==> config.mk <==
export PLATFORM = sky130hd
export DESIGN_NAME = nns_front
export DESIGN_NICKNAME = d
export VERILOG_FILES = /design/src/sv/nns_pkg.sv /design/src/sv/nns_front.sv
export SDC_FILE = /design/constraint.sdc
export NUM_CORES = 1
export LEC_CHECK = 0
export BUFFER_PORTS_ARGS = -buffer_cell sky130_fd_sc_hd__buf_2
export CORE_UTILIZATION = 47
export DETAILED_ROUTE_END_ITERATION = 12
export PLACE_DENSITY = 0.72
export SYNTH_ARGS = -nofsm -noshare
export SYNTH_HDL_FRONTEND = slang
export SYNTH_SLANG_ARGS = --single-unit
export TNS_END_PERCENT = 1
==> constraint.sdc <==
create_clock -name clk -period 6.7 [get_ports clk]
set_input_delay 0.67 -clock clk [delete_from_list [all_inputs] [get_ports clk]]
set_output_delay 0.67 -clock clk [all_outputs]
set_load 0.005 [all_outputs]
==> src/sv/nns_pkg.sv <==
`timescale 1ns / 1ps
package nns_pkg;

    localparam int MAX_WIDTH  = 256;
    localparam int MAX_HEIGHT = 256;
    localparam int COORD_W    = 8;
    localparam int DIM_W      = 9;
    localparam int PIX_W      = 32;
    localparam int ADDR_W     = $clog2(MAX_WIDTH * MAX_HEIGHT);
    localparam int NUM_W      = COORD_W + DIM_W;
    localparam int Q_W        = COORD_W;
    localparam int FIFO_DEPTH = 4;
    localparam int FIFO_PTR_W = $clog2(FIFO_DEPTH);

    typedef enum logic [1:0] {
        REG_SRC_WIDTH  = 2'd0,
        REG_SRC_HEIGHT = 2'd1,
        REG_DST_WIDTH  = 2'd2,
        REG_DST_HEIGHT = 2'd3
    } cfg_reg_t;

    typedef enum logic {
        ACT_LOAD  = 1'b0,
        ACT_FETCH = 1'b1
    } action_t;

    typedef struct packed {
        action_t              action;
        logic [COORD_W-1:0]   col;
        logic [COORD_W-1:0]   row;
        logic [PIX_W-1:0]     pixel_in;
    } in_item_t;

    typedef struct packed {
        logic [PIX_W-1:0]     pixel_out;
        logic                 error;
    } out_item_t;

    typedef struct packed {
        logic [DIM_W-1:0]     src_width;
        logic [DIM_W-1:0]     src_height;
        logic [DIM_W-1:0]     dst_width;
        logic [DIM_W-1:0]     dst_height;
    } cfg_t;

    // Classified operation passed from the front to the back
    typedef struct packed {
        logic                 fetch;
        logic                 err;
        logic [NUM_W-1:0]     num_x;
        logic [NUM_W-1:0]     num_y;
        logic [ADDR_W-1:0]    addr;
        logic [PIX_W-1:0]     pixel;
    } op_t;

    function automatic logic [ADDR_W-1:0] store_addr(
        input logic [COORD_W-1:0] row,
        input logic [COORD_W-1:0] col
    );
        return ADDR_W'(ADDR_W'(row) * ADDR_W'(MAX_WIDTH)) + ADDR_W'(col);
    endfunction

endpackage

==> src/sv/nns_front.sv <==
`timescale 1ns / 1ps
module nns_front
    import nns_pkg::*;
(
    input  logic                clk,
    input  logic                rst_n,
    input  logic                cfg_we,
    input  logic [1:0]          cfg_index,
    input  logic [DIM_W-1:0]    cfg_wdata,
    input  logic                in_valid,
    input  in_item_t            in_data,
    output logic                in_stall,
    input  logic                full,
    output logic                push,
    output op_t                 push_data,
    output cfg_t                cfg
);

    cfg_t cfg_reg;
    logic src_ok;
    logic dst_ok;
    logic load_err;
    logic fetch_err;

    // Hold configuration registers
    always_ff @(posedge clk or negedge rst_n)
    begin
        if (!rst_n)
        begin
            cfg_reg <= '0;
        end
        else if (cfg_we)
        begin
            unique case (cfg_reg_t'(cfg_index))
                REG_SRC_WIDTH:  cfg_reg.src_width  <= cfg_wdata;
                REG_SRC_HEIGHT: cfg_reg.src_height <= cfg_wdata;
                REG_DST_WIDTH:  cfg_reg.dst_width  <= cfg_wdata;
                REG_DST_HEIGHT: cfg_reg.dst_height <= cfg_wdata;
                default: ;
            endcase
        end
    end

    assign cfg = cfg_reg;

    // Classify the item: range checks and division numerators
    always_comb
    begin
        src_ok = (cfg_reg.src_width != '0) && (int'(cfg_reg.src_width) <= MAX_WIDTH) &&
                 (cfg_reg.src_height != '0) && (int'(cfg_reg.src_height) <= MAX_HEIGHT);
        dst_ok = (cfg_reg.dst_width != '0) && (int'(cfg_reg.dst_width) <= MAX_WIDTH) &&
                 (cfg_reg.dst_height != '0) && (int'(cfg_reg.dst_height) <= MAX_HEIGHT);
        load_err = !src_ok ||
                   ({1'b0, in_data.col} >= cfg_reg.src_width) ||
                   ({1'b0, in_data.row} >= cfg_reg.src_height);
        fetch_err = !src_ok || !dst_ok ||
                    ({1'b0, in_data.col} >= cfg_reg.dst_width) ||
                    ({1'b0, in_data.row} >= cfg_reg.dst_height);

        push_data.fetch = (in_data.action == ACT_FETCH);
        push_data.err   = (in_data.action == ACT_FETCH) ? fetch_err : load_err;
        push_data.num_x = NUM_W'(in_data.col) * NUM_W'(cfg_reg.src_width);
        push_data.num_y = NUM_W'(in_data.row) * NUM_W'(cfg_reg.src_height);
        push_data.addr  = store_addr(in_data.row, in_data.col);
        push_data.pixel = in_data.pixel_in;
    end

    // Transfer into the queue whenever it has room
    assign in_stall = full;
    assign push     = in_valid && !full;

endmodule

Yosys cells after proc, flatten, opt, wreduce, memory -nomap -nowiden
Cells that the tools add are included.
{"block": "totals", "elab_cells": 43, "ff_bits": 36, "output_inout_bits": 122, "in_bits": 65}
{"block": "classes", "n_eq_ne": 3, "mul": 2, "add_sub_neg": 1, "order_cmp": 8, "n_mux": 1, "reduce_logical": 24}
{"operator": "8-bit by 9-bit >= comparator with 1-bit output", "n": 4}
{"operator": "9-bit <= comparator, second input constant", "n": 4}
{"operator": "9-bit nonzero test", "n": 4}
{"operator": "8-bit by 9-bit multiplier with 17-bit output", "n": 2}
{"operator": "16-bit by 8-bit adder with 16-bit output", "n": 1}
{"operator": "2-bit AND reduction", "n": 4}
{"operator": "1-bit logical AND", "n": 7}
{"operator": "1-bit logical OR", "n": 5}
{"operator": "2-bit == test, second input constant", "n": 2}
{"operator": "1-bit logical NOT", "n": 3}
{"operator": "2-bit by 1-bit == test with 1-bit output, second input constant", "n": 1}
{"operator": "2-bit logical NOT", "n": 1}
{"operator": "1-bit two-way mux", "n": 1}

Depth between registers and ports, before layout
{"block": "logic_depth", "ltp_word": 9, "depth_mapped": 16, "depth_no_buf": 16}

Worst setup path after synthesis
Ideal clock, no wire load.
{"block": "synth_timing", "path_type": "input-to-output", "startpoint": "input in_data[44] (netlist bit)", "endpoint": "output push_data[78] (netlist bit)", "cell_stages": 13, "n_path_buf": 0, "setup_slack_ps": 1571, "required_time_ps": 6030, "arrival_time_ps": 4459, "path_cell_list": "and2_1 -> fa_1 -> fa_1 -> inv_1 -> fa_1 -> fa_1 -> inv_1 -> ha_1 -> o21a_1 -> o31a_1 -> or4_1 -> a31o_2 -> o311ai_1"}
{"item": "from (decl)", "line_no": "nns_front.sv:11", "text": "input in_item_t in_data,"}
{"item": "to (decl)", "line_no": "nns_front.sv:15", "text": "output op_t push_data,"}

==> results.md <==
* Core area at 0.01520 mm^2
* CTS tree: done
* Crit path max fanout at 12
* Clk network pwr share at 8.0%
* CTS max path bufs at 2
* Sink Count at 36
* Antenna Nets Post-Route at 0
* Mean Syn Cell Area at between 9 and 10 um^2
* Logic pwr share at 81.8%
* Diode count at 0
* Reg power frac at approximately a tenth
* Share of Yosys cell area claimed by the top area cell type at a little under a quarter
* Setup crit end kind: output pin
* RSZ-0062 raised after global routing: no
* Worst-Skew Late Latency at 0.28 ns
* Switching part of the total at 47.97%
* WL/cell at 15.03 um
* Worst Path Required at 6.03 ns
* FP Rows at between 40 and 50
* Tcrit/Tclk final at 86.55%
* Psw at 1.680 mW
* DRT iter0 DRCs at 185
* Antenna violations before repair at 0
* Htree depth at 2
* Fillers at 1454
* DR DRC count at 0
* Clock transition at the registers of the reported paths at approximately 0.050 ns
* Worst slew margin at 46.36%
* Routability cong. at about 0.84
* Hold-fix buffers, CTS at 0
* Status: finished, final reports clean
* Arr. time, crit path at 5.13 ns
* Vias after detailed routing at 5619
* Cells after synthesis at 800
* Top post-synthesis cells by area: fa_1 (23%), ha_1 (21%), dfrtp_1 (12%)
* Register area share after synthesis at 12.27%
* Max reg flops at 36
* Post-synth EDFFs at 0
* Final setup fails at 0
* Leak at 4.296 nW
* Util after Layout at 52.49%
* Via/cell ratio at about 5.3
* Internal at around 1.8 mW
* Gates resized, CTS repair at 0
* Max-cap violation count at 0
* Half-perimeter wire length after detailed placement at approximately 13 mm
* Die height at 127.0 um
* Pwr dens at 438.9 mW/mm^2
* Final TNS setup at 0 ns
* PortBufs at approximately 120
* Top FF cell, synth: dfrtp_1
* Yosys cell types at 49
* Starting Density at 48.30%
* Startpoint types: flip-flop
* Hold WC Path Type: in -> async
* Yosys warns at 0
* Routed WL at ~16 mm
* Max-slew violations at 0
* Number of CTS-inserted buffers at 5
* Die W at 127.0 um
* Yosys reg bits at 36
* Remaining global-route overflow at 0
* Largest net degree at the start of global routing at 37
* Worst vdd ir at 340.6 uV
* First-pass GRT wire length at 27.46 mm
* Max Clock Skew at 0 ns
* GRT Total Usage at between 20% and 30%
* Syn-to-layout area delta at 8.691%
* Fin. Hold Viols at 0
* Register-to-Register Path Depth at 1
* Most common cell in the netlist: inv_1
* Root buf cell: clkbuf_16
* Measured slew at the worst slew-check pin at ~0.80 ns
* # nets final at roughly 1100
* WS Path Type: reg -> out
* Commonest cells in the netlist: inv_1 (148), ha_1 (122), and2_1 (94), fa_1 (84), buf_4 (50)
* Final Critical Period at 5.799 ns
* Share of layout cells above drive strength 1 at a little under a fifth
* Syn Nets at 1071
* Pre-antenna DRT Iters at 4
* Max incr delay on CP at 0.59 ns
* Critical Path Slowest Stage Cell: dfrtp_1
* Fmax at 172.4 MHz
* Die area at 0.01613 mm^2
* Post-CTS Setup Bufs at 0
* Synthesized area at 0.007342 mm^2
* Critical Path, Cell by Cell: nand2_1, fa_1, fa_1, inv_1, fa_1, inv_1, fa_1, inv_1, ha_1, nand3_1, o211ai_1, or4b_1, a31oi_1, a21oi_1, xor2_1, buf_2
* Leading area contributor after synthesis: fa_1
* FFs w/ async S/R, synth at 100.0%
* # IOs at about 190
* Vias in the first global route at about 5600
* CP dominant cell by count: fa_1
==> worst paths after layout <==
check	startpoint	to	slack, ns
max reg2reg	cfg[26]$_DFFE_PN0P_	cfg[26]$_DFFE_PN0P_	5.65
min reg2reg	cfg[7]$_DFFE_PN0P_	cfg[7]$_DFFE_PN0P_	0.56
max	cfg[18]$_DFFE_PN0P_	push_data[62]	0.90
min	rst_n	cfg[5]$_DFFE_PN0P_	0.48
max in group asynchronous	rst_n	cfg[19]$_DFFE_PN0P_	5.71
min in group clk	cfg[7]$_DFFE_PN0P_	cfg[7]$_DFFE_PN0P_	0.56
==> placed cells by master, fill, tap and decap left out, types with 8 or more instances in the layout <==
| master | netlist | final |
|---|---|---|
| buf_2 | 0 | 122 |
| nor4_1 | 9 | 9 |
| nand2_1 | 38 | 38 |
| nand3_1 | 8 | 8 |
| a21oi_1 | 26 | 26 |
| xnor2_1 | 17 | 17 |
| mux2_2 | 29 | 29 |
| fa_1 | 84 | 84 |
| and2_1 | 94 | 94 |
| inv_1 | 148 | 148 |
| xor2_1 | 8 | 8 |
| o21ai_0 | 15 | 15 |
| dfrtp_1 | 36 | 36 |
| ha_1 | 122 | 122 |
| nor2_1 | 32 | 32 |
==> power by group through the flow <==
stage / clock, mW / combinational [mW] / sequential, mW
after floorplan: 0 / 2.11 / 0.316
after global placement: 0 / 2.84 / 0.357
after detailed placement: 0 / 2.88 / 0.357
after CTS: 0.286 / 2.90 / 0.354
after global routing: 0.292 / 3.29 / 0.365
final: 0.282 / 2.87 / 0.356
==> cell families after synthesis <==
family	count (synthesis)	share of synthesized area, %
compound gates	85	7.584
flops	36	12.27
fa+ha+maj	206	43.69
mux	29	4.448
xor+xnor	25	2.982
buf+inv	204	12.99
simple gates	215	16.04
==> routing by layer <==
| layer | up-vias | GRT usage, % | wire length, um |
|---|---|---|---|
| met4 | 0 | 3.431 | 131 |
| met5 | - | 0 | 0 |
| met2 | 130 | 34.49 | 7316 |
| met3 | 17 | 3.099 | 892 |
| met1 | 2785 | 30.20 | 7634 |
| li1 | 2687 | - | - |
==> per-stage QoR <==
| stage | power [mW] | hold WS (ns) | instances | setup slack [ns] | cell area (um^2) |
|---|---|---|---|---|---|
| 3_3_place_gp | 3.197 | 0.5542 | 1055 | 1.020 | 7797 |
| 6_report | 3.502 | 0.4807 | 1063 | 0.9010 | 7980 |
| 4_1_cts | 3.540 | 0.4961 | 1063 | 0.9186 | 7980 |
| 5_1_grt | 3.951 | 0.5378 | 1063 | 0.6460 | 7980 |
| 3_5_place_dp | 3.236 | 0.5472 | 1055 | 0.9540 | 7797 |
| 2_1_floorplan | 2.423 | 0.3744 | 800 | 1.571 | 7342 |
==> worst max-delay path: cells and delay by family, from the launching register on <==
family,cells,cell delay (ns)
and+or+nand+nor,3,0.76
buffers and inverters,4,0.28
xor gates and xnor gates,1,0.15
AOI/OAI and AO/OA,3,0.58
DFF,1,0.59
adders and majority gates,5,2.48
==> layout make-up <==
type | instances | area (um^2) | area share [%]
clock inverter | 1 | 30.03 | 0.3763
clock buffer | 7 | 152.6 | 1.913
multi-input combinational | 560 | 5488 | 68.77
timing repair buffer | 123 | 618.1 | 7.745
sequential | 36 | 900.9 | 11.29
inverter | 148 | 555.5 | 6.961
tap | 188 | 235.2 | 2.948
(Power assumes the default switching activity.)
