**src/sv/nns_pkg.sv**
```systemverilog
`timescale 1ns / 1ps
package nns_pkg;

    localparam int MAX_WIDTH  = 256;
    localparam int MAX_HEIGHT = 256;
    localparam int COORD_W    = 8;
    localparam int DIM_W      = 9;
    localparam int PIX_W      = 32;
    localparam int ADDR_W     = $clog2(MAX_WIDTH * MAX_HEIGHT);
    localparam int NUM_W      = COORD_W + DIM_W;
    localparam int Q_W        = COORD_W;
    localparam int FIFO_DEPTH = 4;
    localparam int FIFO_PTR_W = $clog2(FIFO_DEPTH);

    typedef enum logic [1:0] {
        REG_SRC_WIDTH  = 2'd0,
        REG_SRC_HEIGHT = 2'd1,
        REG_DST_WIDTH  = 2'd2,
        REG_DST_HEIGHT = 2'd3
    } cfg_reg_t;

    typedef enum logic {
        ACT_LOAD  = 1'b0,
        ACT_FETCH = 1'b1
    } action_t;

    typedef struct packed {
        action_t              action;
        logic [COORD_W-1:0]   col;
        logic [COORD_W-1:0]   row;
        logic [PIX_W-1:0]     pixel_in;
    } in_item_t;

    typedef struct packed {
        logic [PIX_W-1:0]     pixel_out;
        logic                 error;
    } out_item_t;

    typedef struct packed {
        logic [DIM_W-1:0]     src_width;
        logic [DIM_W-1:0]     src_height;
        logic [DIM_W-1:0]     dst_width;
        logic [DIM_W-1:0]     dst_height;
    } cfg_t;

    // Classified operation passed from the front to the back
    typedef struct packed {
        logic                 fetch;
        logic                 err;
        logic [NUM_W-1:0]     num_x;
        logic [NUM_W-1:0]     num_y;
        logic [ADDR_W-1:0]    addr;
        logic [PIX_W-1:0]     pixel;
    } op_t;

    function automatic logic [ADDR_W-1:0] store_addr(
        input logic [COORD_W-1:0] row,
        input logic [COORD_W-1:0] col
    );
        return ADDR_W'(ADDR_W'(row) * ADDR_W'(MAX_WIDTH)) + ADDR_W'(col);
    endfunction

endpackage

```
**src/sv/nns_fifo.sv**
```systemverilog
`timescale 1ns / 1ps
module nns_fifo
    import nns_pkg::*;
(
    input  logic    clk,
    input  logic    rst_n,
    input  logic    push,
    input  op_t     push_data,
    input  logic    pop,
    output op_t     head,
    output logic    empty,
    output logic    full
);

    op_t                  entry_reg [FIFO_DEPTH];
    logic [FIFO_PTR_W-1:0] wr_ptr_reg;
    logic [FIFO_PTR_W-1:0] rd_ptr_reg;
    logic [FIFO_PTR_W:0]   count_reg;

    // Advance pointers and count
    always_ff @(posedge clk or negedge rst_n)
    begin
        if (!rst_n)
        begin
            wr_ptr_reg <= '0;
            rd_ptr_reg <= '0;
            count_reg  <= '0;
        end
        else
        begin
            if (push)
            begin
                wr_ptr_reg <= wr_ptr_reg + 1'b1;
            end
            if (pop)
            begin
                rd_ptr_reg <= rd_ptr_reg + 1'b1;
            end
            if (push && !pop)
            begin
                count_reg <= count_reg + 1'b1;
            end
            else if (pop && !push)
            begin
                count_reg <= count_reg - 1'b1;
            end
        end
    end

    // Store pushed operations
    always_ff @(posedge clk)
    begin
        if (push)
        begin
            entry_reg[wr_ptr_reg] <= push_data;
        end
    end

    assign head  = entry_reg[rd_ptr_reg];
    assign empty = (count_reg == '0);
    assign full  = (count_reg == (FIFO_PTR_W+1)'(FIFO_DEPTH));

endmodule

```
**config.mk**
```make
export PLATFORM = sky130hd
export DESIGN_NAME = nns_fifo
export DESIGN_NICKNAME = d
export VERILOG_FILES = /design/src/sv/nns_pkg.sv /design/src/sv/nns_fifo.sv
export SDC_FILE = /design/constraint.sdc
export NUM_CORES = 1
export LEC_CHECK = 0
export BUFFER_PORTS_ARGS = -buffer_cell sky130_fd_sc_hd__buf_2
export CORE_MARGIN = 3
export CORE_UTILIZATION = 49
export DETAILED_ROUTE_END_ITERATION = 8
export GPL_TIMING_DRIVEN = 0
export PLACE_DENSITY = 0.7
export SKIP_LAST_GASP = 1
export SLEW_MARGIN = 25
export SYNTH_ARGS = -nofsm -noshare
export SYNTH_HDL_FRONTEND = slang
export SYNTH_SLANG_ARGS = --single-unit
```
**constraint.sdc**
```tcl
create_clock -name clk -period 6.8 [get_ports clk]
set_clock_uncertainty 0.15 [all_clocks]
set_input_delay 0.34 -clock clk [delete_from_list [all_inputs] [get_ports clk]]
set_output_delay 0.34 -clock clk [all_outputs]
set_load 0.02 [all_outputs]
```
; Yosys cells after proc, flatten, opt, wreduce, memory -nomap -nowiden
; Memory sizes are Yosys's and may differ from the RTL's.
; Index checks and enable logic that the tools add are counted.
[totals]
ram_bits = 336
word_cells = 19
reg_bits = 7
out_inout_bits = 86
in_bits = 88
memories = 1
[memory_table]
columns = name, depth, width, read_ports, rd_ports_with_merged_regs, write_ports, line_no
row1 = entry_reg, 4, 84, 1, 0, 1, nns_fifo.sv:15  ; op_t entry_reg [FIFO_DEPTH];
[op_classes]
addsub = 4
reduce_logical = 6
muxes = 4
eq_ne = 1
[op_table]
columns = operator, count
row1 = 3-bit 2-to-1 mux, 2
row2 = "2-bit by 1-bit adder with 2-bit output, second input constant", 2
row3 = "3-bit by 1-bit adder with 3-bit output, second input constant", 1
row4 = "3-bit equality test, second input constant", 1
row5 = 3-bit logical NOT, 1
row6 = "3-bit by 1-bit subtractor with 3-bit output, second input constant", 1
row7 = 1-bit logical AND, 2
row8 = 1-bit logical NOT, 2
row9 = 1-bit 2-to-1 mux, 2
row10 = 2-bit nonzero test, 1

; Depth between registers and ports, before layout
; Gate-level depths: netlist of run 1.
[logic_depth]
ltp_word = 4
depth_mapped = 7
ltp_nobuf = 7

; Least setup slack after synthesis of run 1
; No wires, ideal clock.
[synth_path]
path_type = register to register
start = register wr_ptr_reg[0]
end = memory entry_reg[2][0] (netlist name) (enable)
synth_period_minus_slack_ns = 3.170
stages_incl_launch_ff = 4
arrival_time_ns = 2.568
setup_time_ns = 0.452
path_slack_ns = 3.630
path_buffers = 0
required_time_ns = 6.198
cell_sequence = dfrtp_1 > inv_1 > ha_1 > and2_1
[synth_rtl]
columns = element, line_no
row1 = "start, declared", nns_fifo.sv:16  ; logic [FIFO_PTR_W-1:0] wr_ptr_reg;
row2 = "start signal, assigned", nns_fifo.sv:33  ; wr_ptr_reg <= wr_ptr_reg + 1'b1;
row3 = "end, declared", nns_fifo.sv:15
; No word-level cell before the write port.

==> results of run 1 <==
## cell type report
class                           count  area [µm²]  area share
Sequential cell                   343       10300       0.643
Multi-Input combinational cell    107        2100       0.132
Timing Repair Buffer              264        1850       0.116
Clock buffer                       42         955      0.0598
Tap cell                          324         405      0.0254
Clock inverter                     18         195      0.0122
Buffer                             19         183      0.0114
Inverter                            4        15.0    0.000940
Antenna cell                        1        2.50    0.000157
## repair_timing
| action | 4_1_cts | 5_1_grt |
|---|---|---|
| hold endpoints to repair | 346 | 0 |
| resized for setup | 0 | 0 |
| hold buffers | 87 | 0 |
## worst max-delay path: stages (launching register included)
cell     delay [ns]
dfrtp_1        0.40
buf_2          0.34
buf_2          0.36
mux4_2         0.37
buf_2          0.18
## metal layers
layer | vias to the layer above | global-route usage | wire length, µm
met5 | - | 0 | 0
met3 | 50 | 0.0340 | 1120
met1 | 3124 | 0.209 | 9250
li1 | 2646 | - | -
met4 | 0 | 0.0550 | 591
met2 | 166 | 0.313 | 12600
## where the power goes
part	leakage [nW]	total, mW	internal, mW	switching [mW]
registers	3.17	2.86	2.76	0.0960
clock network	0.558	1.88	1.15	0.732
logic	1.85	2.22	0.947	1.28
## final timing paths
kind | startpoint | depth (start not counted) | to | slack [ns]
worst max-delay path | rd_ptr_reg[1] | 4 | head[27] | 4.17
worst min-delay path | rst_n | 2 | count_reg[1] | 0.08
worst max register to register | wr_ptr_reg[1] | 4 | entry_reg[1][40] | 4.70
worst min register to register | count_reg[2] | 1 | count_reg[2] | 0.37
max in group asynchronous | rst_n | 2 | rd_ptr_reg[1] | 6.25
min in group clk | count_reg[2] | 1 | count_reg[2] | 0.37
## logic make-up (layout without fill, tap and decap cells)
group	Yosys count	count (layout)	share of synthesized area
adders and majority gates	6	6	0.00658
other	0	1	0
AOI/OAI and AO/OA	1	1	0.000398
xor gates and xnor gates	6	6	0.00419
buffers and inverters	23	347	0.0157
DFF	343	343	0.818
and+or+nand+nor	9	9	0.00389
muxes	85	85	0.152
## synthesized netlist by cell type, drive strengths merged
library cell,count,area [µm²]
and2,4,25.0
buf,19,183
dfrtp,7,175
edfxtp,336,10100
fa,1,20.0
ha,5,62.6
inv,4,15.0
mux2,1,11.3
mux4,84,1890
nand2,2,7.51
nor2,1,3.75
nor3,1,5.00
nor3b,1,7.51
o21ai,1,5.00
xnor2,2,17.5
xor2,4,35.0
==> out/qor.yml, run 1 <==
dp.cells: 974
postLayoutSetupSlackWorst_ns: 4.17
setup_tns_ns: 0
cts_max_level: 2
cts-buffers-inserted: 35
p_per_area_nw_per_um2: 436
antenna_found_initial: 1
critPathCaptureType: "output port"
io_pins: 174
cts_max_path_buffers: 3
cts_tree: "yes"
layout_commonest_cell: "edfxtp_1"
slew_violations: 0
gp_congestion: 0.708
hold_viol_final: 0
timing.hold.ws_ns: 0.0826
place_area_um2: 13900
layout.nets: 868
grt_max_degree: 45
vias: 5986
dp_hpwl_mm: 14.4
post_route_cells_drive_above_1_share: 0.417
coreArea_um2: 24700
port-buffer-count: 173
cp-start-kind: "flop"
cts-root-buf: "clkbuf_16"
largest_reg_flops: 336
clk_latency_ns: 0.49
crit_fanout: 10
ant_nets: 0
grt-ovfl-total: 0
start_util: 0.507
ys_seq_area_frac: 0.818
postSynthCellCount: 473
total_power_mw: 6.97
area_growth_pct: 27.2
num_rows: 57
status: "completed"
post-route-drc-count: 0
yosysUniqueCellTypes: 20
vias_per_cell: 5.34
first_pass_iters: 4
grt.total_usage: 0.172
hold_path.class: "input pin to asynchronous set/reset pin"
utilization: 0.645
fin_crit_sh: 0.387
arrival_ns: 2.14
power_leakage_nw: 5.57
instances_no_fill: 1122
grt_pass1_wl_mm: 37.1
peakVddDrop_uv: 261
setup_viol: 0
fillerInstances: 1598
ys_ff_latch: 343
drv_cap: 0
yosysWarnings: 0
worst_pin_slew_ns: 0.746
worstSetupPathType: "flop to output port"
routed_wl_mm: 23.6
synth.cell_area_um2: 12600
mostFrequentLayoutCells: "edfxtp_1, buf_2, dlygate4sd3_1"
post_cts_buffers: 0
final_area_um2: 16000
die_area_um2: 27600
post-route-min-period_ns: 2.63
die_h_um: 166
syn-num-nets: 567
path_clk_slew_ns: 0.06
syn_avg_cell_area_um2: 26.5
clock_sinks: 343
first_iter_violations: 397
slew_headroom: 0.503
die_x_um: 166
wire_per_inst_um: 21.0
crit_required_ns: 6.31
rsz0062_at_grt: "false"
fmax_mhz: 380
dp_slack_ns: 4.62
grt_pass1_vias: 6820
(Power assumes the default switching activity.)
==> run 2, diff against run 1 <==
--- a/config.mk
+++ b/config.mk
@@ -10,7 +10,7 @@
 export CORE_UTILIZATION = 49
 export DETAILED_ROUTE_END_ITERATION = 8
 export GPL_TIMING_DRIVEN = 0
-export PLACE_DENSITY = 0.7
+export PLACE_DENSITY = 0.72
 export SKIP_LAST_GASP = 1
 export SLEW_MARGIN = 25
 export SYNTH_ARGS = -nofsm -noshare
==> constraint.sdc (replaced) <==
create_clock -name clk -period 2.2 [get_ports clk]
set_clock_uncertainty 0.15 [all_clocks]
set_input_delay 0.11 -clock clk [delete_from_list [all_inputs] [get_ports clk]]
set_output_delay 0.11 -clock clk [all_outputs]
set_load 0.02 [all_outputs]
==> out/qor.yml, run 2 (same netlist as run 1, synthesis figures left out) <==
antenna_found_initial: 1  # unchanged
busiest_layer: "met2"
postLayoutSetupSlackWorst_ns: -0.0297  # -4.20 ns
routed_wl_mm: 24.2  # +2.5%
setup_viol: 24  # +24
worstSetupPathType: "flop to output port"
multi_input_area_um2: 2120  # +1.1%
status: "finished with violations"
arrival_ns: 1.97  # -0.17 ns
post-route-min-period_ns: 2.23
grt_max_degree: 46  # +2.2%
layout_commonest_cell: "edfxtp_1"
violations: "setup timing"
grt_pass1_wl_mm: 38.1  # +2.8%
rsz0062_at_grt: "true"
gr-usage-met3: 0.0352  # +0.00119
critPathSlowestCell: "mux4_2"
slew_violations: 0  # unchanged
start_util: 0.507  # unchanged
gp_congestion: 0.698  # -1.3%
io_pins: 174  # unchanged
cts_max_path_buffers: 3  # unchanged
largest_reg_flops: 336  # unchanged
worst_path_most_repeated_cell: "buf_12"
wire_per_inst_um: 21.3  # +1.5%
clk_latency_ns: 0.49  # about the same
path_clk_slew_ns: 0.06  # about the same
slowest_delay_ns: 0.52  # +0.12 ns
port-buffer-count: 173  # unchanged
dp_slack_ns: 0.0689  # -4.55 ns
coreArea_um2: 24700  # unchanged
gr-usage-met2: 0.301  # -0.0119
first_iter_violations: 408  # +2.8%
grt-ovfl-total: 0  # unchanged
fillerInstances: 1613  # +0.94%
crit_chain: "buf_6 > buf_12 > buf_12 > mux4_2 > buf_2"
post-route-drc-count: 0  # unchanged
critPathCaptureType: "output port"
power_leakage_nw: 5.62  # +0.95%
slew_headroom: 0.529  # +0.0264
final_area_um2: 16100  # +0.52%
cts-buffers-inserted: 35  # unchanged
crit_fanout: 10  # unchanged
die_h_um: 166  # unchanged
area_growth_pct: 27.9
grt.total_usage: 0.176  # +0.00361
first_pass_iters: 5  # +1
dp_hpwl_mm: 14.1  # -2.3%
cts-root-buf: "clkbuf_16"
fin_crit_sh: 1.01
clock_sinks: 343  # unchanged
gr-usage-met1: 0.234  # +0.0256
crit_required_ns: 1.94  # -4.37 ns
peakVddDrop_uv: 1040  # +300%
mostFrequentLayoutCells: "edfxtp_1, buf_2, dlygate4sd3_1"
layout.nets: 877  # +1.0%
hold_path.class: "input pin to flop"
cts_max_level: 2  # unchanged
grt_pass1_vias: 6758  # -0.91%
place_area_um2: 13900  # unchanged
post_route_cells_drive_above_1_share: 0.421  # +0.00423
num_rows: 57  # unchanged
p_per_area_nw_per_um2: 1350  # +210%
vias: 6032  # +0.77%
cp-start-kind: "flop"
die_area_um2: 27600  # unchanged
fmax_mhz: 448
worst_pin_slew_ns: 0.707  # -0.0396 ns
drv_cap: 0  # unchanged
total_power_mw: 21.7  # +210%
ant_nets: 0  # unchanged
seqCellArea_um2: 10300  # unchanged
cts_tree: "yes"
vias_per_cell: 5.32  # -0.21%
hold_viol_final: 0  # unchanged
die_x_um: 166  # unchanged
run 2: area by class of cell:
type | count | share of cell area
Antenna cell | 1 | 0.000156
Buffer | 19 | 0.0128
Multi-Input combinational cell | 110 | 0.132
Timing Repair Buffer | 270 | 0.118
Sequential cell | 343 | 0.639
Clock inverter | 18 | 0.0117
Clock buffer | 44 | 0.0593
Tap cell | 324 | 0.0253
Inverter | 4 | 0.000935
run 2: report_power, final:
part | internal [mW] | total [mW] | switching (mW)
Clock | 3.53 | 5.79 | 2.26
Sequential | 8.54 | 8.84 | 0.299
Combinational | 3.04 | 7.04 | 3.99
Total | 15.1 | 21.7 | 6.56
run 2: final timing paths:
check	startpoint	to	slack (ns)	cells after the start
min reg2reg	count_reg[2]	count_reg[2]	0.34	1
min	push_data[2]	entry_reg[3][2]	0.21	2
min in group asynchronous	rst_n	wr_ptr_reg[1]	0.47	3
max reg2reg	wr_ptr_reg[0]	entry_reg[3][40]	0.16	3
max	rd_ptr_reg[0]	head[43]	-0.03	5
max in group asynchronous	rst_n	count_reg[0]	1.18	3
run 2: worst max-delay path: cells and delay by family (launching register included):
kind | cells | cell delay (ns)
buffers and inverters | 4 | 0.63
DFF | 1 | 0.33
muxes | 1 | 0.52
run 2: repair_timing:
item | CTS | global route
endpoints found under the setup margin | 79 | 178
setup buffers | 3 | 2
hold buffers | 88 | 0
cloned | 0 | 3
endpoints found under the hold margin | 349 | 0
resized for setup | 10 | 0
pin swaps | 0 | 0
run 2: layer usage:
metal / vias up / wire, µm
met5: - / 0
met4: 0 / 471
met3: 37 / 1390
met2: 198 / 12500
met1: 3132 / 9820
li1: 2665 / -
run 2: metrics by stage:
stage	util	setup TNS, ns	hold WS (ns)	cells
2_1_floorplan	-	0	-0.336	473
3_3_place_gp	0.559	-66.65	-0.200	970
3_5_place_dp	0.564	0	-0.186	974
4_1_cts	0.647	-3.63	0.190	1127
5_1_grt	0.649	-7.73	0.202	1132
6_report	0.649	-0.312	0.214	1133
